[config.mk]
export PLATFORM = sky130hd
export DESIGN_NAME = round_robin_time_slice_scheduler
export DESIGN_NICKNAME = d
export VERILOG_FILES = /design/src/rtl/core/rrts_pkg.sv /design/src/rtl/core/rrts_slot_mem.sv /design/src/rtl/core/rrts_ctrl.sv /design/src/rtl/core/round_robin_time_slice_scheduler.sv
export SDC_FILE = /design/constraint.sdc
export NUM_CORES = 1
export LEC_CHECK = 0
export ABC_AREA = 1
export BUFFER_PORTS_ARGS = -buffer_cell sky130_fd_sc_hd__buf_2
export CORE_MARGIN = 1.5
export CORE_UTILIZATION = 55
export DETAILED_ROUTE_END_ITERATION = 7
export PLACE_DENSITY = 0.83
export SETUP_SLACK_MARGIN = 0.2
export SLEW_MARGIN = 30
export SYNTH_ARGS = -nofsm -noshare
export SYNTH_HDL_FRONTEND = slang
export SYNTH_HIERARCHICAL = 1
export SYNTH_SLANG_ARGS = --single-unit
[constraint.sdc]
create_clock -name aclk -period 11 [get_ports aclk]
set_input_delay 0.55 -clock aclk [delete_from_list [all_inputs] [get_ports aclk]]
set_output_delay 0.55 -clock aclk [all_outputs]
set_load 0.01 [all_outputs]
[src/rtl/core/rrts_pkg.sv]
// Shared types and codes of the round-robin time-slice scheduler.
// Used by the slot controller, the top level and the port checker.
`default_nettype none

package rrts_pkg;

    // fixed field widths of the two channels
    localparam int unsigned IDX_IN_W  = 4;
    localparam int unsigned STATUS_W  = 2;
    localparam int unsigned PRI_IN_W  = 8;
    localparam int unsigned TICKS_O_W = 8;

    // slot status codes
    localparam logic [STATUS_W-1:0] ST_EMPTY = 2'd0;
    localparam logic [STATUS_W-1:0] ST_RUN   = 2'd1;
    localparam logic [STATUS_W-1:0] ST_SLEEP = 2'd2;
    localparam logic [STATUS_W-1:0] ST_STOP  = 2'd3;

    // command codes
    localparam logic CMD_TICK  = 1'b0;
    localparam logic CMD_WRITE = 1'b1;

    typedef struct packed {
        logic switched;
        logic none_ready;
    } flags_t;

endpackage

`default_nettype wire

[src/rtl/core/rrts_slot_mem.sv]
// Slot table memory: one write port, one registered read port.
// Per-entry valid bits make an unwritten entry read as all zero.
`default_nettype none

module rrts_slot_mem #(
    parameter int unsigned NUM_SLOTS = 16,
    parameter int unsigned DATA_W    = 19
) (
    input  wire logic                         aclk,
    input  wire logic                         aresetn,
    input  wire logic                         wr_en,
    input  wire logic [$clog2(NUM_SLOTS)-1:0] wr_addr,
    input  wire logic [DATA_W-1:0]            wr_data,
    input  wire logic                         rd_en,
    input  wire logic [$clog2(NUM_SLOTS)-1:0] rd_addr,
    output logic      [DATA_W-1:0]            rd_data
);

    logic [DATA_W-1:0]    mem [NUM_SLOTS];
    logic [NUM_SLOTS-1:0] valid_reg;
    logic [DATA_W-1:0]    rd_data_reg;
    logic                 rd_vld_reg;

    always_ff @(posedge aclk) begin
        if (wr_en) begin
            mem[wr_addr] <= wr_data;
        end
        if (rd_en) begin
            rd_data_reg <= mem[rd_addr];
        end
    end

    always_ff @(posedge aclk) begin
        if (!aresetn) begin
            valid_reg  <= '0;
            rd_vld_reg <= 1'b0;
        end else begin
            if (wr_en) begin
                valid_reg[wr_addr] <= 1'b1;
            end
            if (rd_en) begin
                rd_vld_reg <= valid_reg[rd_addr];
            end
        end
    end

    assign rd_data = rd_vld_reg ? rd_data_reg : '0;

endmodule

`default_nettype wire

[src/rtl/core/rrts_ctrl.sv]
// Slot controller: read-modify-write of the slot table and the round-robin scan.
// Depends on rrts_pkg; drives the ports of rrts_slot_mem.
`default_nettype none

module rrts_ctrl #(
    parameter int unsigned NUM_SLOTS  = 16,
    parameter int unsigned TICK_WIDTH = 8
) (
    input  wire logic                              aclk,
    input  wire logic                              aresetn,
    input  wire logic                              in_valid,
    output logic                                   in_ready,
    input  wire logic                              in_cmd,
    input  wire logic [rrts_pkg::IDX_IN_W-1:0]     in_slot_index,
    input  wire logic [rrts_pkg::STATUS_W-1:0]     in_slot_status,
    input  wire logic                              in_slot_blocked,
    input  wire logic [rrts_pkg::PRI_IN_W-1:0]     in_slot_priority,
    output logic                                   res_valid,
    input  wire logic                              res_ready,
    output logic [$clog2(NUM_SLOTS)-1:0]           res_index,
    output logic [TICK_WIDTH-1:0]                  res_ticks,
    output rrts_pkg::flags_t                       res_flags,
    output logic                                   mem_wr_en,
    output logic [$clog2(NUM_SLOTS)-1:0]           mem_wr_addr,
    output logic [2*TICK_WIDTH+2:0]                mem_wr_data,
    output logic                                   mem_rd_en,
    output logic [$clog2(NUM_SLOTS)-1:0]           mem_rd_addr,
    input  wire logic [2*TICK_WIDTH+2:0]           mem_rd_data
);
    import rrts_pkg::*;

    localparam int unsigned IDX_W = $clog2(NUM_SLOTS);
    localparam int unsigned CNT_W = $clog2(NUM_SLOTS + 1);
    localparam int unsigned TW    = TICK_WIDTH;

    typedef enum logic [1:0] {
        S_IDLE,
        S_EVAL,
        S_SCAN,
        S_PUSH
    } state_t;

    state_t               state_reg, state_next;
    logic [IDX_W-1:0]     cur_reg, cur_next;
    logic                 cmd_reg;
    logic [IDX_IN_W-1:0]  idx_reg;
    logic [STATUS_W-1:0]  st_reg;
    logic                 blk_reg;
    logic [TW-1:0]        pri_reg;
    logic [IDX_W-1:0]     scan_reg, scan_next;
    logic [CNT_W-1:0]     cnt_reg, cnt_next;
    logic [TW-1:0]        keep_reg, keep_next;
    logic [IDX_W-1:0]     res_index_reg, res_index_next;
    logic [TW-1:0]        res_ticks_reg, res_ticks_next;
    flags_t               res_flags_reg, res_flags_next;

    logic [STATUS_W-1:0]  e_st;
    logic                 e_blk;
    logic [TW-1:0]        e_pri;
    logic [TW-1:0]        e_tck;
    logic                 idx_ok;
    logic                 must_leave;
    logic                 need;
    logic [TW-1:0]        new_tck;
    logic                 elig;

    function automatic logic [IDX_W-1:0] step_idx(input logic [IDX_W-1:0] i);
        step_idx = (i == IDX_W'(NUM_SLOTS - 1)) ? '0 : i + 1'b1;
    endfunction

    assign e_st  = mem_rd_data[2*TW+2 -: 2];
    assign e_blk = mem_rd_data[2*TW];
    assign e_pri = mem_rd_data[2*TW-1 -: TW];
    assign e_tck = mem_rd_data[TW-1:0];

    assign idx_ok     = 32'(idx_reg) < 32'(NUM_SLOTS);
    assign must_leave = (e_st == ST_STOP) || ((e_st == ST_SLEEP) && e_blk);
    assign need       = must_leave || (e_tck == '0);
    assign new_tck    = must_leave ? e_tck : ((e_tck == '0) ? e_pri : e_tck - 1'b1);
    assign elig       = (e_st == ST_RUN) || ((e_st == ST_SLEEP) && !e_blk);

    always_comb begin
        state_next     = state_reg;
        cur_next       = cur_reg;
        scan_next      = scan_reg;
        cnt_next       = cnt_reg;
        keep_next      = keep_reg;
        res_index_next = res_index_reg;
        res_ticks_next = res_ticks_reg;
        res_flags_next = res_flags_reg;
        in_ready       = 1'b0;
        res_valid      = 1'b0;
        mem_wr_en      = 1'b0;
        mem_wr_addr    = cur_reg;
        mem_wr_data    = {e_st, e_blk, e_pri, new_tck};
        mem_rd_en      = 1'b0;
        mem_rd_addr    = cur_reg;

        case (state_reg)
            S_IDLE: begin
                in_ready  = 1'b1;
                mem_rd_en = in_valid;
                if (in_valid) begin
                    state_next = S_EVAL;
                end
            end
            S_EVAL: begin
                res_index_next = cur_reg;
                res_flags_next = '0;
                if (cmd_reg == CMD_WRITE) begin
                    mem_wr_en   = idx_ok;
                    mem_wr_addr = IDX_W'(idx_reg);
                    mem_wr_data = {st_reg, blk_reg, pri_reg, pri_reg};
                    res_ticks_next = (idx_ok && IDX_W'(idx_reg) == cur_reg) ? pri_reg : e_tck;
                    state_next  = S_PUSH;
                end else begin
                    // write back the counted-down or reloaded slice, or the unchanged slice of a slot that must leave
                    mem_wr_en = 1'b1;
                    res_ticks_next = new_tck;
                    if (need) begin
                        mem_rd_en   = 1'b1;
                        mem_rd_addr = step_idx(cur_reg);
                        scan_next   = step_idx(cur_reg);
                        cnt_next    = CNT_W'(1);
                        keep_next   = new_tck;
                        state_next  = S_SCAN;
                    end else begin
                        state_next  = S_PUSH;
                    end
                end
            end
            S_SCAN: begin
                if (elig) begin
                    mem_wr_en      = 1'b1;
                    mem_wr_addr    = scan_reg;
                    mem_wr_data    = {ST_RUN, e_blk, e_pri, e_tck};
                    cur_next       = scan_reg;
                    res_index_next = scan_reg;
                    res_ticks_next = e_tck;
                    res_flags_next = '{switched: 1'b1, none_ready: 1'b0};
                    state_next     = S_PUSH;
                end else if (cnt_reg == CNT_W'(NUM_SLOTS)) begin
                    // wrapped round with nothing eligible: keep the current slot
                    res_index_next = cur_reg;
                    res_ticks_next = keep_reg;
                    res_flags_next = '{switched: 1'b0, none_ready: 1'b1};
                    state_next     = S_PUSH;
                end else begin
                    mem_rd_en   = 1'b1;
                    mem_rd_addr = step_idx(scan_reg);
                    scan_next   = step_idx(scan_reg);
                    cnt_next    = cnt_reg + 1'b1;
                end
            end
            S_PUSH: begin
                res_valid = 1'b1;
                if (res_ready) begin
                    state_next = S_IDLE;
                end
            end
            default: begin
                state_next = S_IDLE;
            end
        endcase
    end

    always_ff @(posedge aclk) begin
        if (!aresetn) begin
            state_reg <= S_IDLE;
            cur_reg   <= '0;
            cnt_reg   <= '0;
        end else begin
            state_reg <= state_next;
            cur_reg   <= cur_next;
            cnt_reg   <= cnt_next;
        end
        if (in_ready && in_valid) begin
            cmd_reg <= in_cmd;
            idx_reg <= in_slot_index;
            st_reg  <= in_slot_status;
            blk_reg <= in_slot_blocked;
            pri_reg <= TW'(in_slot_priority);
        end
        scan_reg      <= scan_next;
        keep_reg      <= keep_next;
        res_index_reg <= res_index_next;
        res_ticks_reg <= res_ticks_next;
        res_flags_reg <= res_flags_next;
    end

    assign res_index = res_index_reg;
    assign res_ticks = res_ticks_reg;
    assign res_flags = res_flags_reg;

endmodule

`default_nettype wire

[src/rtl/core/round_robin_time_slice_scheduler.sv]
// Top level of the round-robin time-slice scheduler: slot table, controller, output register.
// Depends on rrts_pkg, rrts_slot_mem and rrts_ctrl.
//
//   channel   prefix  direction  beat
//   command   s_      in         one slot write or one scheduler tick
//   result    m_      out        one result beat per command beat
//
// A write, or a tick that needs no switch, goes from accept through evaluate and push.
// A tick that needs a switch also scans the slot table, one registered read of the slot
// table a cycle, visiting up to NUM_SLOTS slots before its result is pushed.
// Reset clears the valid bits of the slot table at once; no clearing pass.
// A stalled result sits in the output register while the next beat is taken.
`default_nettype none

module round_robin_time_slice_scheduler #(
    parameter int unsigned NUM_SLOTS  = 16,
    parameter int unsigned TICK_WIDTH = 8
) (
    input  wire logic                             aclk,
    input  wire logic                             aresetn,
    input  wire logic                             s_valid,
    output logic                                  s_ready,
    input  wire logic                             s_cmd,
    input  wire logic [rrts_pkg::IDX_IN_W-1:0]    s_slot_index,
    input  wire logic [rrts_pkg::STATUS_W-1:0]    s_slot_status,
    input  wire logic                             s_slot_blocked,
    input  wire logic [rrts_pkg::PRI_IN_W-1:0]    s_slot_priority,
    output logic                                  m_valid,
    input  wire logic                             m_ready,
    output logic [rrts_pkg::IDX_IN_W-1:0]         m_current_index,
    output logic                                  m_switched,
    output logic                                  m_none_ready,
    output logic [rrts_pkg::TICKS_O_W-1:0]        m_ticks_left
);
    import rrts_pkg::*;

    localparam int unsigned IDX_W  = $clog2(NUM_SLOTS);
    localparam int unsigned DATA_W = 2 * TICK_WIDTH + 3;

    logic                  res_valid;
    logic                  res_ready;
    logic [IDX_W-1:0]      res_index;
    logic [TICK_WIDTH-1:0] res_ticks;
    flags_t                res_flags;

    logic                  wr_en;
    logic [IDX_W-1:0]      wr_addr;
    logic [DATA_W-1:0]     wr_data;
    logic                  rd_en;
    logic [IDX_W-1:0]      rd_addr;
    logic [DATA_W-1:0]     rd_data;

    logic                  m_valid_reg;
    logic [IDX_IN_W-1:0]   m_index_reg;
    logic                  m_switched_reg;
    logic                  m_none_reg;
    logic [TICKS_O_W-1:0]  m_ticks_reg;

    rrts_slot_mem #(
        .NUM_SLOTS (NUM_SLOTS),
        .DATA_W    (DATA_W)
    ) u_mem (
        .aclk    (aclk),
        .aresetn (aresetn),
        .wr_en   (wr_en),
        .wr_addr (wr_addr),
        .wr_data (wr_data),
        .rd_en   (rd_en),
        .rd_addr (rd_addr),
        .rd_data (rd_data)
    );

    rrts_ctrl #(
        .NUM_SLOTS  (NUM_SLOTS),
        .TICK_WIDTH (TICK_WIDTH)
    ) u_ctrl (
        .aclk             (aclk),
        .aresetn          (aresetn),
        .in_valid         (s_valid),
        .in_ready         (s_ready),
        .in_cmd           (s_cmd),
        .in_slot_index    (s_slot_index),
        .in_slot_status   (s_slot_status),
        .in_slot_blocked  (s_slot_blocked),
        .in_slot_priority (s_slot_priority),
        .res_valid        (res_valid),
        .res_ready        (res_ready),
        .res_index        (res_index),
        .res_ticks        (res_ticks),
        .res_flags        (res_flags),
        .mem_wr_en        (wr_en),
        .mem_wr_addr      (wr_addr),
        .mem_wr_data      (wr_data),
        .mem_rd_en        (rd_en),
        .mem_rd_addr      (rd_addr),
        .mem_rd_data      (rd_data)
    );

    // take a new result whenever the output register is empty or draining
    assign res_ready = !m_valid_reg || m_ready;

    always_ff @(posedge aclk) begin
        if (!aresetn) begin
            m_valid_reg <= 1'b0;
        end else if (res_valid && res_ready) begin
            m_valid_reg <= 1'b1;
        end else if (m_ready) begin
            m_valid_reg <= 1'b0;
        end
        if (res_valid && res_ready) begin
            m_index_reg    <= IDX_IN_W'(res_index);
            m_switched_reg <= res_flags.switched;
            m_none_reg     <= res_flags.none_ready;
            m_ticks_reg    <= TICKS_O_W'(res_ticks);
        end
    end

    assign m_valid         = m_valid_reg;
    assign m_current_index = m_index_reg;
    assign m_switched      = m_switched_reg;
    assign m_none_ready    = m_none_reg;
    assign m_ticks_left    = m_ticks_reg;

endmodule

`default_nettype wire

==> metrics.txt <==
start point of the critical path u_mem/rd_vld_reg; Yosys cell types 45; TritonCTS Buffers 41; Worst Tran Pin Value 0.9495 ns; Avg Cell Area, Syn 11.28 um^2; antenna viol nets, final 0; Area Overhead vs Synth 9.911%; met1 usage 34.44%; HP Class in2reg; Worst-Skew Late Latency 0.54 ns; HPWL Detailed 24300 um; crit path kind reg2reg; critical path endpoint category flip-flop; post-CTS sizing 0; Clock Pin Slew Worst Setup and Hold Paths 0.06 ns; CP startpoint kind flip-flop; critical path's most frequent cell nand2_1; critical path's top delay family buffers and inverters; Ys Warns 6; Final Critical Period 5.155 ns; max reg flops 304; cell count of the worst hold path 1; clock sinks 408; Congestion Overflow GR 0; Setup crit end u_mem/rd_data_reg[3]; Clock Skew 0.02774 ns; Root Driver clkbuf_16; via count 12205; vias in the first global route 11718; first-pass GRT wire length 65290 um; final setup vio count 0; Crit path largest cell delay 0.85 ns; drt first pass iters 6; setup ws final 5.845 ns; initial antenna violation count 0; total track usage 25.80%; ys flop type edfxtp_1; Routability Congestion 0.8923; dpl ws 6.061 ns; Post-CTS Setup Bufs 0; Finished Cell Area 19240 um^2; Pleak 6.908 nW; Buffers on Ports 35; Syn Inst Count 1552; met3 Use GR 3.931%; I/O pins 36; critical path depth in cells 16; crit-path cells nand2_1 > inv_1 > clkinv_1 > ha_1 > nand2_1 > o21ai_4 > nand2_1 > o22ai_1 > nand2_1 > nand2_4 > inv_4 > buf_4 > o21ai_0 > o221ai_1 > nand3_1 > nand2_1; endpoints failing hold 0; H-tree depth 2; HP Start s_slot_status[0]; reg2reg path depth 16; Longest Clk Path Bufs 3; Die ar. 32920 um^2; DRT iter0 DRCs 1597; r2r startpoint u_mem/rd_vld_reg; dpl cell area 18000 um^2; Crit-path slowest cell inv_4; DRC Markers 0; RSZ-0062 raised after global routing false; post-synthesis async set-or-reset flop share 0%; nets 1608; Core Area 31470 um^2; initial core utilization 55.63%; crit path max fanout 87; Die Width 181.4 um; max_slew headroom 36.55%; Post-synth EDFFs 379; Seq cells post-synth 408; P per Cell Area 259.8 nW/um^2; setup TNS 0 ns; TritonCTS clock tree done; pin count of the biggest net entering global routing 90; cts hold-fix bufs 0; fin crit share 46.86%; busiest grt layer met2; Final Max Slew Viols 0; Ant. Diodes 0; Routed WL per cell 21.03 um; number of max-cap violations 0; layout cells sized above 1 11.27%; Worst Path Arrival 5.54 ns; Reg2Reg Setup Slack 5.85 ns; RR Endpoint u_mem/rd_data_reg[3]; Routed Wire Length 42220 um; Via-to-Cell Ratio 6.078; fillers 2298; GR Layer Usage met2 42.60%; status complete, no violations; synthesized area 17510 um^2; worst path buffer plus inverter count 4; fmax 194.0 MHz; Post-Syn Nets 1582; Die Ht 181.4 um; CP required 11.39 ns; sequential fraction of the synthesis area 68.31%; total power 0.004999 W; VDD IR max 121.3 uV; cell row count 65
[area by class of cell]
class                      instances  area (um^2)  share of cell area (%)
clock buffer                      49         1066                   5.539
clock inverter                    22        166.4                  0.8647
inverter                          99        379.1                   1.970
multi-input combinational        967         4798                   24.93
sequential                       408        11960                   62.15
tap                              402        503.0                   2.614
timing repair buffer              61        370.4                   1.924
[metal layers]
layer	vias up	routed length (um)
met3	138	4384
met4	0	1549
met1	5819	16170
li1	5514	-
met2	734	20120
met5	-	0
[where the power goes]
group | switching [W] | internal (W)
combinational | 0.00112 | 0.000364
sequential | 0.0000698 | 0.00215
clock | 0.000558 | 0.000737
total | 0.00175 | 0.00325
[cell usage after synthesis, types with 2 or more instances]
cell type / n / share of area, %
nor3_1: 8 / 0.23
nand2_2: 7 / 0.25
a22oi_1: 4 / 0.17
o21ai_0: 167 / 4.8
inv_2: 6 / 0.13
edfxtp_1: 379 / 65
buf_8: 3 / 0.26
o21bai_1: 2 / 0.086
o221ai_1: 12 / 0.60
buf_2: 21 / 0.60
a21oi_2: 3 / 0.15
o21ai_1: 21 / 0.60
nand3_1: 106 / 3.0
buf_4: 12 / 0.51
o211ai_1: 66 / 2.8
o21ai_4: 2 / 0.19
clkbuf_1: 26 / 0.56
dfxtp_1: 29 / 3.3
a21oi_1: 15 / 0.43
a21o_1: 2 / 0.086
nor2_2: 6 / 0.21
nand2_1: 217 / 4.7
nor2_1: 283 / 6.1
nand4_1: 2 / 0.071
a31oi_1: 2 / 0.071
nand3b_1: 3 / 0.13
inv_1: 89 / 1.9
buf_6: 12 / 0.77
ha_1: 10 / 0.71
o22ai_1: 11 / 0.39
clkbuf_2: 3 / 0.086
o21a_1: 2 / 0.086
clkinv_1: 2 / 0.043
nand2_4: 4 / 0.26
xor2_1: 5 / 0.25
[logic make-up (layout without fill, tap and decap cells)]
family / after synthesis / after routing / share of synthesized area, %
DFF: 408 / 408 / 68.32
xor gates and xnor gates: 6 / 6 / 0.3001
buffers and inverters: 177 / 231 / 4.974
and+or+nand+nor: 640 / 640 / 15.09
adders and majority gates: 10 / 10 / 0.7146
AOI/OAI and AO/OA: 311 / 311 / 10.60
[worst register-to-register path: stages (launching register included)]
cell	delay (ns)
dfxtp_1	0.73
nand2_1	0.10
inv_1	0.10
clkinv_1	0.22
ha_1	0.28
nand2_1	0.15
o21ai_4	0.12
nand2_1	0.19
o22ai_1	0.10
nand2_1	0.11
nand2_4	0.45
inv_4	0.89
buf_4	0.74
o21ai_0	0.33
o221ai_1	0.27
nand3_1	0.13
nand2_1	0.10
[per-stage QoR]
stage               hold WS [ns]  util, %  std cells
floorplan                 0.4003        -       1552
global placement          0.4021    57.07       1936
detailed placement        0.4045    57.20       1937
CTS                       0.1833    61.11       2008
global route              0.1784    61.14       2008
finish                    0.1879    61.14       2008
[layout by cell type, fill, tap and decap left out, drive strengths merged]
| cell | Yosys | routed |
|---|---|---|
| bufinv | 0 | 2 |
| xnor2 | 1 | 1 |
| nor2 | 290 | 290 |
| nand2 | 228 | 228 |
| inv | 96 | 98 |
| ha | 10 | 10 |
| o211ai | 66 | 66 |
| a31oi | 2 | 2 |
| clkbuf | 29 | 49 |
| a22oi | 4 | 4 |
| nor3 | 9 | 9 |
| o21a | 2 | 2 |
| dfxtp | 29 | 29 |
| xor2 | 5 | 5 |
| o21ai | 191 | 191 |
| o21bai | 2 | 2 |
| nand3 | 106 | 106 |
| a21o | 2 | 2 |
| clkinv | 3 | 18 |
| clkinvlp | 0 | 3 |
| a21oi | 19 | 19 |
| nand4 | 2 | 2 |
| o22ai | 11 | 11 |
| o221ai | 12 | 12 |
| edfxtp | 379 | 379 |
| buf | 49 | 61 |
| or2 | 2 | 2 |
| nand3b | 3 | 3 |
[worst min path at each step]
stage | to
final | u_ctrl/st_reg[0]
after detailed placement | m_ticks_left[2]
after CTS | u_ctrl/st_reg[0]
after floorplan | m_current_index[0]
after global routing | u_ctrl/st_reg[0]
after global placement | m_current_index[1]
Power figures use the tool's default switching activity.
